**config.mk**
```make
export PLATFORM = sky130hd
export DESIGN_NAME = crc8_framed_uart_receiver
export DESIGN_NICKNAME = d
export VERILOG_FILES = /design/src/hw/rtl/crc8fu_pkg.sv /design/src/hw/rtl/crc8fu_ram.sv /design/src/hw/rtl/crc8fu_front.sv /design/src/hw/rtl/crc8fu_queue.sv /design/src/hw/rtl/crc8fu_back.sv /design/src/hw/rtl/crc8_framed_uart_receiver.sv
export SDC_FILE = /design/constraint.sdc
export NUM_CORES = 1
export LEC_CHECK = 0
export BUFFER_PORTS_ARGS = -buffer_cell sky130_fd_sc_hd__buf_4
export CORE_MARGIN = 4
export CORE_UTILIZATION = 27
export DETAILED_ROUTE_END_ITERATION = 7
export GPL_ROUTABILITY_DRIVEN = 0
export HOLD_SLACK_MARGIN = 0.12
export PLACE_DENSITY = 0.52
export SYNTH_ARGS = -nofsm -noshare
export SYNTH_HDL_FRONTEND = slang
export SYNTH_SLANG_ARGS = --single-unit
```
**constraint.sdc**
```tcl
create_clock -name clk -period 6.7 [get_ports clk]
set_input_delay 1.34 -clock clk [delete_from_list [all_inputs] [get_ports clk]]
set_output_delay 1.34 -clock clk [all_outputs]
set_load 0.02 [all_outputs]
```
**src/hw/rtl/crc8fu_pkg.sv**
```systemverilog
// ----------------------------------------------------------------------------
// crc8fu_pkg
// Shared types, constants and the CRC-8 step function of the framed receiver.
// ----------------------------------------------------------------------------
package crc8fu_pkg;

    // Frame geometry
    localparam int MAX_FRAME   = 64;
    localparam int PAYLOAD_MAX = MAX_FRAME - 4;
    localparam int IDX_W       = 6;
    localparam int BANK_DEPTH  = 2 ** IDX_W;
    localparam int RAM_DEPTH   = 2 * BANK_DEPTH;
    localparam int RAM_AW      = IDX_W + 1;

    // Frame marker bytes and CRC polynomial
    localparam logic [7:0] HEAD1_BYTE = 8'hAA;
    localparam logic [7:0] HEAD2_BYTE = 8'h55;
    localparam logic [7:0] TAIL1_BYTE = 8'h0D;
    localparam logic [7:0] TAIL2_BYTE = 8'h0A;
    localparam logic [7:0] CRC_POLY   = 8'h07;

    // Result status codes
    typedef enum logic [1:0] {
        STAT_FRAME   = 2'd0,
        STAT_CRC_ERR = 2'd1,
        STAT_LEN_ERR = 2'd2
    } status_t;

    // Parser states
    typedef enum logic [2:0] {
        PS_HEAD1 = 3'd0,
        PS_HEAD2 = 3'd1,
        PS_LEN   = 3'd2,
        PS_CMD   = 3'd3,
        PS_DATA  = 3'd4,
        PS_CRC   = 3'd5,
        PS_TAIL1 = 3'd6,
        PS_TAIL2 = 3'd7
    } parse_state_t;

    // Drain engine states
    typedef enum logic {
        BK_IDLE  = 1'b0,
        BK_DRAIN = 1'b1
    } back_state_t;

    // One finished event handed from the parser to the drain engine
    typedef struct packed {
        status_t            status;
        logic [7:0]         command;
        logic [IDX_W-1:0]   length;
        logic               bank;
    } frame_entry_t;

    // Drain engine tells the parser a payload bank is read out
    typedef struct packed {
        logic valid;
        logic bank;
    } bank_free_t;

    // CRC-8, MSB first, no reflection, no final xor
    function automatic logic [7:0] crc8_shift_byte(input logic [7:0] crc,
                                                   input logic [7:0] data);
        logic [7:0] v;
        v = crc ^ data;
        for (int k = 0; k < 8; k++) begin
            v = v[7] ? ((v << 1) ^ CRC_POLY) : (v << 1);
        end
        return v;
    endfunction

endpackage

```
**src/hw/rtl/crc8fu_ram.sv**
```systemverilog
// ----------------------------------------------------------------------------
// crc8fu_ram
// Generic simple dual-port RAM: one write port, one registered read port.
// ----------------------------------------------------------------------------
module crc8fu_ram #(
    parameter int WIDTH = 8,
    parameter int DEPTH = 128
) (
    input  logic                     clk,
    input  logic                     wr_en,
    input  logic [$clog2(DEPTH)-1:0] wr_addr,
    input  logic [WIDTH-1:0]         wr_data,
    input  logic                     rd_en,
    input  logic [$clog2(DEPTH)-1:0] rd_addr,
    output logic [WIDTH-1:0]         rd_data
);

    logic [WIDTH-1:0] mem [DEPTH];

    // write port
    always_ff @(posedge clk)
    begin
        if (wr_en)
        begin
            mem[wr_addr] <= wr_data;
        end
    end

    // registered read port
    always_ff @(posedge clk)
    begin
        if (rd_en)
        begin
            rd_data <= mem[rd_addr];
        end
    end

endmodule

```
**src/hw/rtl/crc8fu_front.sv**
```systemverilog
// ----------------------------------------------------------------------------
// crc8fu_front
// Byte parser: hunts for frames, runs the CRC, stores payload into a bank
// of the payload RAM and posts frame and error events to the queue.
// ----------------------------------------------------------------------------
module crc8fu_front (
    input  logic                          clk,
    input  logic                          rst_n,
    input  logic                          in_valid,
    output logic                          in_ready,
    input  logic [7:0]                    byte_in,
    input  logic                          q_full,
    output logic                          push,
    output crc8fu_pkg::frame_entry_t      push_entry,
    input  crc8fu_pkg::bank_free_t        bank_free,
    output logic                          wr_en,
    output logic [crc8fu_pkg::RAM_AW-1:0] wr_addr,
    output logic [7:0]                    wr_data
);

    crc8fu_pkg::parse_state_t               state_reg, state_next, state_step;
    logic [crc8fu_pkg::IDX_W-1:0]           fill_reg, fill_next;
    logic [crc8fu_pkg::IDX_W-1:0]           len_reg, len_next;
    logic [7:0]                             cmd_reg, cmd_next;
    logic [7:0]                             crc_reg, crc_next;
    logic                                   wr_bank_reg, wr_bank_next;
    logic [1:0]                             busy_reg, busy_next;

    logic                                   accept;
    logic [7:0]                             crc_step;
    logic [crc8fu_pkg::IDX_W-1:0]           fill_inc;
    logic                                   len_ok;
    logic                                   frame_done;

    // handshake: stall when the queue is full or the fill bank still holds an undrained frame
    assign in_ready = !q_full &&
                      !(state_reg == crc8fu_pkg::PS_DATA && busy_reg[wr_bank_reg]);
    assign accept   = in_valid && in_ready;

    // datapath helpers
    assign crc_step = crc8fu_pkg::crc8_shift_byte(
                          (state_reg == crc8fu_pkg::PS_LEN) ? 8'h00 : crc_reg, byte_in);
    assign fill_inc = fill_reg + 1'b1;
    assign len_ok   = byte_in <= 8'(crc8fu_pkg::PAYLOAD_MAX);

    // next state
    always_comb
    begin
        state_step = state_reg;
        case (state_reg)
            crc8fu_pkg::PS_HEAD1:
                if (byte_in == crc8fu_pkg::HEAD1_BYTE)
                    state_step = crc8fu_pkg::PS_HEAD2;
            crc8fu_pkg::PS_HEAD2:
                state_step = (byte_in == crc8fu_pkg::HEAD2_BYTE) ?
                             crc8fu_pkg::PS_LEN : crc8fu_pkg::PS_HEAD1;
            crc8fu_pkg::PS_LEN:
                state_step = len_ok ? crc8fu_pkg::PS_CMD : crc8fu_pkg::PS_HEAD1;
            crc8fu_pkg::PS_CMD:
                state_step = (len_reg != '0) ? crc8fu_pkg::PS_DATA : crc8fu_pkg::PS_CRC;
            crc8fu_pkg::PS_DATA:
                state_step = (fill_inc >= len_reg) ? crc8fu_pkg::PS_CRC
                                                   : crc8fu_pkg::PS_DATA;
            crc8fu_pkg::PS_CRC:
                state_step = (byte_in == crc_reg) ? crc8fu_pkg::PS_TAIL1
                                                  : crc8fu_pkg::PS_HEAD1;
            crc8fu_pkg::PS_TAIL1:
                state_step = (byte_in == crc8fu_pkg::TAIL1_BYTE) ?
                             crc8fu_pkg::PS_TAIL2 : crc8fu_pkg::PS_HEAD1;
            crc8fu_pkg::PS_TAIL2:
                state_step = crc8fu_pkg::PS_HEAD1;
            default:
                state_step = crc8fu_pkg::PS_HEAD1;
        endcase
        state_next = accept ? state_step : state_reg;
    end

    // event posting and payload writes
    always_comb
    begin
        push               = 1'b0;
        push_entry.status  = crc8fu_pkg::STAT_FRAME;
        push_entry.command = cmd_reg;
        push_entry.length  = len_reg;
        push_entry.bank    = wr_bank_reg;
        frame_done         = 1'b0;
        wr_en              = 1'b0;
        case (state_reg)
            crc8fu_pkg::PS_LEN:
                if (!len_ok)
                begin
                    push               = accept;
                    push_entry.status  = crc8fu_pkg::STAT_LEN_ERR;
                    push_entry.command = '0;
                    push_entry.length  = '0;
                end
            crc8fu_pkg::PS_DATA:
                wr_en = accept;
            crc8fu_pkg::PS_CRC:
                if (byte_in != crc_reg)
                begin
                    push              = accept;
                    push_entry.status = crc8fu_pkg::STAT_CRC_ERR;
                end
            crc8fu_pkg::PS_TAIL2:
                if (byte_in == crc8fu_pkg::TAIL2_BYTE)
                begin
                    push       = accept;
                    frame_done = accept;
                end
            default:
            begin
                push = 1'b0;
            end
        endcase
    end

    assign wr_addr = {wr_bank_reg, fill_reg};
    assign wr_data = byte_in;

    // frame registers
    always_comb
    begin
        fill_next = fill_reg;
        len_next  = len_reg;
        cmd_next  = cmd_reg;
        crc_next  = crc_reg;
        if (accept)
        begin
            case (state_reg)
                crc8fu_pkg::PS_LEN:
                begin
                    len_next  = byte_in[crc8fu_pkg::IDX_W-1:0];
                    crc_next  = crc_step;
                    fill_next = '0;
                end
                crc8fu_pkg::PS_CMD:
                begin
                    cmd_next = byte_in;
                    crc_next = crc_step;
                end
                crc8fu_pkg::PS_DATA:
                begin
                    fill_next = fill_inc;
                    crc_next  = crc_step;
                end
                default:
                begin
                    crc_next = crc_reg;
                end
            endcase
        end
    end

    // bank ownership: a bank with payload is busy until drained
    always_comb
    begin
        busy_next    = busy_reg;
        wr_bank_next = wr_bank_reg;
        if (bank_free.valid)
            busy_next[bank_free.bank] = 1'b0;
        if (frame_done && len_reg != '0)
        begin
            busy_next[wr_bank_reg] = 1'b1;
            wr_bank_next           = !wr_bank_reg;
        end
    end

    always_ff @(posedge clk or negedge rst_n)
    begin
        if (!rst_n)
        begin
            state_reg   <= crc8fu_pkg::PS_HEAD1;
            fill_reg    <= '0;
            len_reg     <= '0;
            cmd_reg     <= '0;
            crc_reg     <= '0;
            wr_bank_reg <= 1'b0;
            busy_reg    <= '0;
        end
        else
        begin
            state_reg   <= state_next;
            fill_reg    <= fill_next;
            len_reg     <= len_next;
            cmd_reg     <= cmd_next;
            crc_reg     <= crc_next;
            wr_bank_reg <= wr_bank_next;
            busy_reg    <= busy_next;
        end
    end

endmodule

```
**src/hw/rtl/crc8fu_queue.sv**
```systemverilog
// ----------------------------------------------------------------------------
// crc8fu_queue
// Two-entry event queue between the parser and the drain engine.
// ----------------------------------------------------------------------------
module crc8fu_queue (
    input  logic                     clk,
    input  logic                     rst_n,
    input  logic                     push,
    input  crc8fu_pkg::frame_entry_t push_entry,
    output logic                     full,
    input  logic                     pop,
    output logic                     q_valid,
    output crc8fu_pkg::frame_entry_t q_entry
);

    crc8fu_pkg::frame_entry_t entry_reg [2];
    logic                     wr_ptr_reg, wr_ptr_next;
    logic                     rd_ptr_reg, rd_ptr_next;
    logic [1:0]               count_reg, count_next;
    logic                     do_push, do_pop;

    assign full    = count_reg == 2'd2;
    assign q_valid = count_reg != 2'd0;
    assign q_entry = entry_reg[rd_ptr_reg];
    assign do_push = push && !full;
    assign do_pop  = pop && q_valid;

    // pointers and occupancy
    always_comb
    begin
        wr_ptr_next = do_push ? !wr_ptr_reg : wr_ptr_reg;
        rd_ptr_next = do_pop ? !rd_ptr_reg : rd_ptr_reg;
        count_next  = count_reg + {1'b0, do_push} - {1'b0, do_pop};
    end

    always_ff @(posedge clk or negedge rst_n)
    begin
        if (!rst_n)
        begin
            wr_ptr_reg <= 1'b0;
            rd_ptr_reg <= 1'b0;
            count_reg  <= '0;
        end
        else
        begin
            wr_ptr_reg <= wr_ptr_next;
            rd_ptr_reg <= rd_ptr_next;
            count_reg  <= count_next;
        end
    end

    // storage
    always_ff @(posedge clk)
    begin
        if (do_push)
        begin
            entry_reg[wr_ptr_reg] <= push_entry;
        end
    end

endmodule

```
**src/hw/rtl/crc8fu_back.sv**
```systemverilog
// ----------------------------------------------------------------------------
// crc8fu_back
// Drain engine: turns queued events into result beats, reading the payload
// bank one byte per beat through the registered RAM port.
// ----------------------------------------------------------------------------
module crc8fu_back (
    input  logic                          clk,
    input  logic                          rst_n,
    input  logic                          q_valid,
    input  crc8fu_pkg::frame_entry_t      q_entry,
    output logic                          pop,
    output logic                          rd_en,
    output logic [crc8fu_pkg::RAM_AW-1:0] rd_addr,
    input  logic [7:0]                    rd_data,
    output crc8fu_pkg::bank_free_t        bank_free,
    output logic                          out_valid,
    input  logic                          out_ready,
    output logic [1:0]                    status,
    output logic [7:0]                    command,
    output logic [5:0]                    payload_length,
    output logic [7:0]                    payload_byte,
    output logic [5:0]                    byte_index,
    output logic                          last
);

    crc8fu_pkg::back_state_t          state_reg, state_next;
    logic [7:0]                       cmd_reg;
    logic [crc8fu_pkg::IDX_W-1:0]     len_reg;
    logic                             bank_reg;
    logic [crc8fu_pkg::IDX_W-1:0]     idx_reg;
    logic [crc8fu_pkg::IDX_W-1:0]     rd_idx_reg;
    logic                             rd_last_reg;
    logic                             rd_pend_reg;

    logic                             out_valid_reg;
    crc8fu_pkg::status_t              status_reg;
    logic [7:0]                       command_reg;
    logic [5:0]                       length_reg;
    logic [7:0]                       pbyte_reg;
    logic [5:0]                       index_reg;
    logic                             last_reg;

    logic                             out_free;
    logic                             can_take;
    logic                             is_drain;
    logic                             take_single;
    logic                             start;
    logic                             issue;
    logic                             final_read;

    assign out_free   = !out_valid_reg || out_ready;
    assign can_take   = q_valid && out_free && !rd_pend_reg;
    assign is_drain   = q_entry.status == crc8fu_pkg::STAT_FRAME && q_entry.length != '0;
    assign final_read = idx_reg == len_reg - 1'b1;

    // next state
    always_comb
    begin
        state_next = state_reg;
        case (state_reg)
            crc8fu_pkg::BK_IDLE:
                if (can_take && is_drain)
                    state_next = crc8fu_pkg::BK_DRAIN;
            crc8fu_pkg::BK_DRAIN:
                if (!rd_pend_reg && out_free && final_read)
                    state_next = crc8fu_pkg::BK_IDLE;
            default:
                state_next = crc8fu_pkg::BK_IDLE;
        endcase
    end

    // control outputs
    always_comb
    begin
        take_single = 1'b0;
        start       = 1'b0;
        issue       = 1'b0;
        case (state_reg)
            crc8fu_pkg::BK_IDLE:
            begin
                take_single = can_take && !is_drain;
                start       = can_take && is_drain;
            end
            crc8fu_pkg::BK_DRAIN:
                issue = !rd_pend_reg && out_free;
            default:
            begin
                issue = 1'b0;
            end
        endcase
    end

    assign pop             = take_single || start;
    assign rd_en           = issue;
    assign rd_addr         = {bank_reg, idx_reg};
    assign bank_free.valid = issue && final_read;
    assign bank_free.bank  = bank_reg;

    // control registers
    always_ff @(posedge clk or negedge rst_n)
    begin
        if (!rst_n)
        begin
            state_reg     <= crc8fu_pkg::BK_IDLE;
            rd_pend_reg   <= 1'b0;
            out_valid_reg <= 1'b0;
        end
        else
        begin
            state_reg   <= state_next;
            rd_pend_reg <= issue;
            if (rd_pend_reg || take_single)
                out_valid_reg <= 1'b1;
            else if (out_ready)
                out_valid_reg <= 1'b0;
        end
    end

    // frame context and read tracking
    always_ff @(posedge clk)
    begin
        if (start)
        begin
            cmd_reg  <= q_entry.command;
            len_reg  <= q_entry.length;
            bank_reg <= q_entry.bank;
            idx_reg  <= '0;
        end
        else if (issue)
        begin
            idx_reg <= idx_reg + 1'b1;
        end
        if (issue)
        begin
            rd_idx_reg  <= idx_reg;
            rd_last_reg <= final_read;
        end
    end

    // output beat register
    always_ff @(posedge clk)
    begin
        if (rd_pend_reg)
        begin
            status_reg  <= crc8fu_pkg::STAT_FRAME;
            command_reg <= cmd_reg;
            length_reg  <= len_reg;
            pbyte_reg   <= rd_data;
            index_reg   <= rd_idx_reg;
            last_reg    <= rd_last_reg;
        end
        else if (take_single)
        begin
            status_reg  <= q_entry.status;
            command_reg <= q_entry.command;
            length_reg  <= q_entry.length;
            pbyte_reg   <= '0;
            index_reg   <= '0;
            last_reg    <= 1'b1;
        end
    end

    assign out_valid      = out_valid_reg;
    assign status         = status_reg;
    assign command        = command_reg;
    assign payload_length = length_reg;
    assign payload_byte   = pbyte_reg;
    assign byte_index     = index_reg;
    assign last           = last_reg;

endmodule

```
**src/hw/rtl/crc8_framed_uart_receiver.sv**
```systemverilog
// ----------------------------------------------------------------------------
// crc8_framed_uart_receiver
// Frame parser for AA 55 / len / cmd / payload / CRC-8 / 0D 0A byte streams.
// ----------------------------------------------------------------------------
// Usage:
//   Input channel (in_valid/in_ready, byte_in) takes one received byte per
//   beat. Output channel (out_valid/out_ready) gives result beats: one per
//   payload byte of a good frame (last on the final one), one beat for an
//   empty payload, one status beat for a CRC mismatch or oversize length.
//   Bad header or tail bytes drop the frame without any beat.
//   The parser takes one byte per cycle while in_ready is high. Its events
//   pass through a two-entry queue to the drain engine, which reads the
//   payload RAM (two banks of 64 bytes) through its registered port and
//   issues each payload read only after the previous read has reached the
//   output register. in_ready drops while the queue is full, or while a
//   payload byte would land in a bank whose frame is not yet drained.
//   A stalled output only stalls the drain engine; the parser keeps taking
//   bytes until those limits are hit.
//   Reset (rst_n, asynchronous) returns the parser to hunting for AA and
//   empties the queue and output register; payload RAM needs no clearing.
// ----------------------------------------------------------------------------
module crc8_framed_uart_receiver (
    input  logic       clk,
    input  logic       rst_n,
    input  logic       in_valid,
    output logic       in_ready,
    input  logic [7:0] byte_in,
    output logic       out_valid,
    input  logic       out_ready,
    output logic [1:0] status,
    output logic [7:0] command,
    output logic [5:0] payload_length,
    output logic [7:0] payload_byte,
    output logic [5:0] byte_index,
    output logic       last
);

    logic                           push;
    crc8fu_pkg::frame_entry_t       push_entry;
    logic                           q_full;
    logic                           pop;
    logic                           q_valid;
    crc8fu_pkg::frame_entry_t       q_entry;
    crc8fu_pkg::bank_free_t         bank_free;
    logic                           wr_en;
    logic [crc8fu_pkg::RAM_AW-1:0]  wr_addr;
    logic [7:0]                     wr_data;
    logic                           rd_en;
    logic [crc8fu_pkg::RAM_AW-1:0]  rd_addr;
    logic [7:0]                     rd_data;

    // parser
    crc8fu_front u_front (
        .clk        (clk),
        .rst_n      (rst_n),
        .in_valid   (in_valid),
        .in_ready   (in_ready),
        .byte_in    (byte_in),
        .q_full     (q_full),
        .push       (push),
        .push_entry (push_entry),
        .bank_free  (bank_free),
        .wr_en      (wr_en),
        .wr_addr    (wr_addr),
        .wr_data    (wr_data)
    );

    // event queue
    crc8fu_queue u_queue (
        .clk        (clk),
        .rst_n      (rst_n),
        .push       (push),
        .push_entry (push_entry),
        .full       (q_full),
        .pop        (pop),
        .q_valid    (q_valid),
        .q_entry    (q_entry)
    );

    // payload store, two banks
    crc8fu_ram #(
        .WIDTH (8),
        .DEPTH (crc8fu_pkg::RAM_DEPTH)
    ) u_ram (
        .clk     (clk),
        .wr_en   (wr_en),
        .wr_addr (wr_addr),
        .wr_data (wr_data),
        .rd_en   (rd_en),
        .rd_addr (rd_addr),
        .rd_data (rd_data)
    );

    // drain engine
    crc8fu_back u_back (
        .clk            (clk),
        .rst_n          (rst_n),
        .q_valid        (q_valid),
        .q_entry        (q_entry),
        .pop            (pop),
        .rd_en          (rd_en),
        .rd_addr        (rd_addr),
        .rd_data        (rd_data),
        .bank_free      (bank_free),
        .out_valid      (out_valid),
        .out_ready      (out_ready),
        .status         (status),
        .command        (command),
        .payload_length (payload_length),
        .payload_byte   (payload_byte),
        .byte_index     (byte_index),
        .last           (last)
    );

endmodule

```
After elaboration in Yosys (flattened, before gate mapping)
Memories as Yosys holds them, arrays and structs flattened. A register that Yosys moved wholly into a read port is not among the register bits.
Index checks and enable logic that the tools add are counted.
{ "op_classes": {"n_addsub": 5, "n_lt_le_gt_ge": 6, "n_eq_ne": 16, "mux": 58, "bitwise_logic": 13, "n_reduce_logical": 41} }
{ "ops": {"columns": ["op", "n"], "rows": [
  ["$mux 8", 5],
  ["$mux 3", 11],
  ["$mux 1", 25],
  ["$mux 6", 4],
  ["$not 3->3", 8],
  ["$pmux 3 s8", 1],
  ["$eq 8x4->1 const B", 2],
  ["$logic_and 1x1->1", 16],
  ["$mux 16", 1],
  ["$mux 14", 1],
  ["$add 6x1->6 const B", 2],
  ["$eq 3x3->1 const B", 4],
  ["$pmux 6 s2", 1],
  ["$reduce_bool 6->1", 2],
  ["$reduce_and 2->1", 5],
  ["$eq 8x7->1 const B", 1],
  ["$eq 8x8->1", 1],
  ["$eq 8x8->1 const B", 1],
  ["$le 8x6->1 const B", 1],
  ["$logic_not 1->1", 8],
  ["$mux 2", 4],
  ["$ne 8x8->1", 1],
  ["$reduce_bool 2->1", 4],
  ["$xor 8x8->8", 1],
  ["23 further kinds", 29]
]} }
{ "totals": {"ff_bits": 100, "ram_bits": 1058, "inputBits": 12, "out_inout_bits": 33, "word_cells": 166, "n_memories": 2} }
{ "mem_list": {"columns": ["memory", "words", "width", "read_ports", "rd_ports_with_merged_regs", "wr", "line", "source"], "rows": [
  ["u_ram.mem", 128, 8, 1, 1, 1, "crc8fu_ram.sv:18", "logic [WIDTH-1:0] mem [DEPTH];"],
  ["u_queue.entry_reg", 2, 17, 1, 0, 1, "crc8fu_queue.sv:16", "crc8fu_pkg::frame_entry_t entry_reg [2];"]
]} }

Logic depth before layout (Yosys ltp)
{ "depth": {"depth_word": 19, "depth_mapped": 11, "depth_no_buf": 9} }

Hierarchy
Synthesis repeated with hierarchy kept, for this count alone.
{ "hier_totals": {"hier_cells": 2169, "area_unflattened_um2": 46299.4} }
{ "modules_own_cells": {"columns": ["mod", "n_inst", "cells_per_inst", "area_per_inst_um2", "seq_area_each_um2"], "rows": [
  ["crc8fu_ram", 1, 1635, 39745.6, 30989.7],
  ["crc8fu_front", 1, 302, 2626.3, 850.8],
  ["crc8fu_back", 1, 161, 2456.1, 1766.7],
  ["crc8fu_queue", 1, 71, 1471.4, 1121.1]
]} }

Worst setup path before layout
OpenSTA, ideal clock, no wires.
{ "synth_timing": {"path_type": "input port to flip-flop", "start": "in byte_in[4]", "end": "mem u_queue.entry_reg[0][0] in the netlist's numbering, enable pin", "setup_ps": 435, "arrival_ps": 3815, "required_time_ps": 6265, "path_slack_ps": 2450, "cell_stages": 7, "n_path_buf": 1, "path_cell_list": "clkbuf_1 xor2_1 nor4_1 nand2_1 and3_1 nor2_1 nor4_1"} }
{ "synth_between": {"elab_chain_len": 6, "elab_cells_between_ends": 10, "cone_classes": "1 x order compare; 2 x eq/ne; 6 x mux; 1 x reduce/logical"} }
{ "synth_lines": {"columns": ["element", "line", "source"], "rows": [
  ["from (decl)", "crc8_framed_uart_receiver.sv:27", "input logic [7:0] byte_in,"],
  ["$le 8x6->1, or another cell as far along", "crc8fu_front.sv:44", "assign len_ok = byte_in <= 8'(crc8fu_pkg::PAYLOAD_MAX);"],
  ["$mux 1, on equally long branches", "crc8fu_front.sv:90, crc8fu_front.sv:100, crc8fu_front.sv:106", null],
  ["$pmux 1 s3 (*)", "crc8fu_front.sv:88", "case (state_reg)"],
  ["$logic_and 1x1->1 (*)", "crc8fu_queue.sv:25", "assign do_push = push && !full;"],
  ["$mux 1 (*)", "crc8fu_queue.sv:55", "if (do_push)"],
  ["$mux 1 (implied by the code) (*)", "crc8fu_queue.sv:57", "entry_reg[wr_ptr_reg] <= push_entry;"],
  ["to (decl)", "crc8fu_queue.sv:16", null]
]} }
Every way passes the cells marked *; elsewhere a longest branch is shown, timed or not.

Worst setup path in the final report
{ "layout_timing": {"start": "reg u_front.wr_bank_reg", "end": "mem u_ram.mem[24][2], enable pin"} }
{ "layout_between": {"elab_chain_len": 9} }
{ "layout_lines": {"columns": ["element", "line", "source"], "rows": [
  ["from (decl)", "crc8fu_front.sv:26", "logic wr_bank_reg, wr_bank_next;"],
  ["from (signal assigned)", "crc8fu_front.sv:188", "wr_bank_reg <= wr_bank_next;"],
  ["$mux 1 (implied by the code) (2 in a row)", "crc8fu_front.sv:37", "!(state_reg == crc8fu_pkg::PS_DATA && busy_reg[wr_bank_reg]);"],
  ["$logic_and 1x1->1", "crc8fu_front.sv:37", null],
  ["$logic_not 1->1", "crc8fu_front.sv:37", null],
  ["$logic_and 1x1->1", "crc8fu_front.sv:36", "assign in_ready = !q_full &&"],
  ["$logic_and 1x1->1", "crc8fu_front.sv:38", "assign accept = in_valid && in_ready;"],
  ["$mux 1", "crc8fu_front.sv:88", null],
  ["$mux 1", "crc8fu_ram.sv:23", "if (wr_en)"],
  ["$mux 1 (implied by the code)", "crc8fu_ram.sv:25", "mem[wr_addr] <= wr_data;"],
  ["to (decl)", "crc8fu_ram.sv:18", null]
]} }
Parallel ways exist; a longest one is shown, timed or not. The select of a mux whose other input is x is not followed.

==> reports/summary.txt <==
RSZ-0062 raised after global routing -> false
Leak -> 16.60 nW
CTS Buffer Depth -> 3
cell area after synthesis -> 46310 um2
CP Data Arrival Time -> 4.17 ns
drt drc -> 0
H-Tree Depth -> 3
Pint -> 0.01436 W
top cells by count, synth -> 1117 x edfxtp_1, 200 x mux4_2, 174 x nor2_1
max cap viols -> 0
row count -> 151
sequential power share -> 0.419
Fillers -> 16350
Clock Skew -> 0.02511 ns
HP Class -> reg2reg
DIE AREA -> 178200 um2
Sw Share -> 0.3139
Synth area leader -> edfxtp_1
dpl hpwl -> 69.68 mm
largest net degree at the start of global routing -> 93
minimum clock period -> 3.854 ns
Warnings, synthesis -> 0
critical path fanouts, max -> 16
Post-Layout Cell Count -> 4808
post-CTS resize count -> 0
Syn Area/Cell -> 19.16 um2
total gr overflow -> 0
worst-margin pin slew -> 1.048 ns
nets -> 2516
CTS tree -> built
final hold violation count -> 0
period utilisation layout -> 0.5752
Via Count -> 22880
vias per cell -> 4.759
Pre-antenna DRT Iters -> 5
# IOs -> 45
vias in the first global route -> 23230
Psw -> 0.006572 W
number of synthesized flops with an enable pin -> 1117
Seq/Total Area, Yosys -> 0.7498
Synth Register Bits -> 1166
Layout area overhead -> 13.99%
post-synthesis cell type count -> 67
final setup violating endpoints -> 0
first-pass GRT wire length -> 168.8 mm
post-detailed-routing wire length -> 116.5 mm
asr flop ratio synth -> 0.03516
outcome -> completed
Die Span Y -> 422.2 um
Mapped Cells -> 2417
IO buf count -> 44
ranking of synthesized cells by area -> edfxtp_1 72%, mux4_2 9.7%, mux2i_1 3.4%, dfrtp_1 2.2%, nor2_1 1.4%
Die Wd -> 422.2 um
ys flop type -> edfxtp_1
crit start category -> flop
CTS buffer count -> 110
combinational share of power -> 0.281
Tot GR Track Use -> 0.1284
DRT antenna net count -> 0
Placed Cells -> 4599
max reg flops -> 1024
final slew viol count -> 0
Max IR drop VDD -> 265.8 uV
Tot Pwr -> 0.02094 W
PwrDens -> 396.6 nW/um2
core region area -> 170000 um2
CTS sink cnt -> 1166
clock-pin slew on the worst setup and hold paths -> 0.06 ns
CTS Root Cell -> clkbuf_16
Slew HR -> 0.2985
critical path required time -> 7.02 ns
Clk Latency, worst-skew pair -> 0.71 ns
DR iter-0 viols -> 1999
Post-CTS Setup Inserts -> 0
clock network fraction of total power -> 0.300
Post-Syn Nets -> 2440
drt wl/cell -> 24.23 um
initial core utilization -> 0.2724
fraction of layout cells with a size suffix above 1 -> 0.2033
f_max -> 259.5 MHz
hold_buf cts -> 0
Setup CP Type -> reg2reg
Worst Setup End Kind -> flop
share of the synthesized area in the top cell type -> 0.7242
count leader, synth -> edfxtp_1
Sum Neg Setup Slack -> 0 ns
initial antenna violation count -> 3
## layout by cell type, fill, tap and decap left out, types with 24 or more instances in the layout
cell type	count
clkinv_1	25
clkbuf_16	113
o21ai_0	47
buf_4	95
a22oi_1	27
mux2_2	38
and2_1	25
nand3_1	28
clkinv_2	24
xor2_1	30
o221ai_1	35
a21oi_1	66
mux4_2	200
nor2_1	172
dfrtp_1	41
o22ai_1	25
mux2i_1	157
nand2_1	67
edfxtp_1	1117
## logic make-up after synthesis
kind of cell | Yosys count | share of synthesized area
adder cells (fa/ha/maj) | 11 | 0.002972
XOR/XNOR | 55 | 0.01089
multiplexers | 398 | 0.1421
buffers and inverters | 152 | 0.01832
AND/OR/NAND/NOR | 364 | 0.03604
AO/OA/AOI/OAI | 271 | 0.03982
flip-flops | 1166 | 0.7498
## metal layers
metal	global-route usage	routed length [um]
met4	0.03704	2725
met1	0.1735	50550
met2	0.2150	57400
met3	0.01902	5841
met5	0	0
## power groups by stage
| stage | combinational [W] | clock (W) | sequential, W |
|---|---|---|---|
| CTS | 0.00599 | 0.00643 | 0.00879 |
| detailed placement | 0.00596 | 0 | 0.00894 |
| global placement | 0.00596 | 0 | 0.00894 |
| global route | 0.00628 | 0.00674 | 0.00881 |
| finish | 0.00588 | 0.00629 | 0.00877 |
| floorplan | 0.00406 | 0 | 0.00878 |
## critical path, cell delays in order, from the launching register on
cell and delay, ns:
dfrtp_1 0.69, mux2i_1 0.50, nand4_2 0.33, nor2_1 0.37
nand2_2 0.67, nor2_1 0.91
## path summary, 6_finish.rpt
kind                                startpoint                 end  slack, ns  depth (start not counted)
max                        u_front.wr_bank_reg    u_ram.mem[24][2]       2.85                          5
min                         u_front.cmd_reg[0]  u_front.cmd_reg[0]       0.50                          1
max reg2reg                u_front.wr_bank_reg    u_ram.mem[24][2]       2.85                          5
min reg2reg                 u_front.cmd_reg[0]  u_front.cmd_reg[0]       0.50                          1
max in group asynchronous                rst_n  u_front.len_reg[4]       5.62                          1
min in group asynchronous                rst_n    u_back.out_valid       0.66                          1
## per-stage QoR
stage	util	setup slack, ns	instance area, um2	hold slack (ns)
after global placement	0.2891	2.204	49160	0.4832
after detailed placement	0.2891	2.313	49160	0.4816
final	0.3105	2.846	52790	0.4958
after global routing	0.3104	2.558	52790	0.5071
after CTS	0.3104	2.750	52780	0.4987
after floorplan	-	2.450	46310	0.4029
## cell type report
type	count	area, um2	share of cell area
clock inverter	71	711.9	0.01349
clock buffer	135	2910	0.05513
timing repair buffer	100	813.3	0.01541
multi-input combinational	1099	10770	0.2040
antenna	3	7.507	0.0001422
inverter	16	60.06	0.001138
tap	2218	2775	0.05257
sequential	1166	34740	0.6581
(Power assumes the default switching activity.)
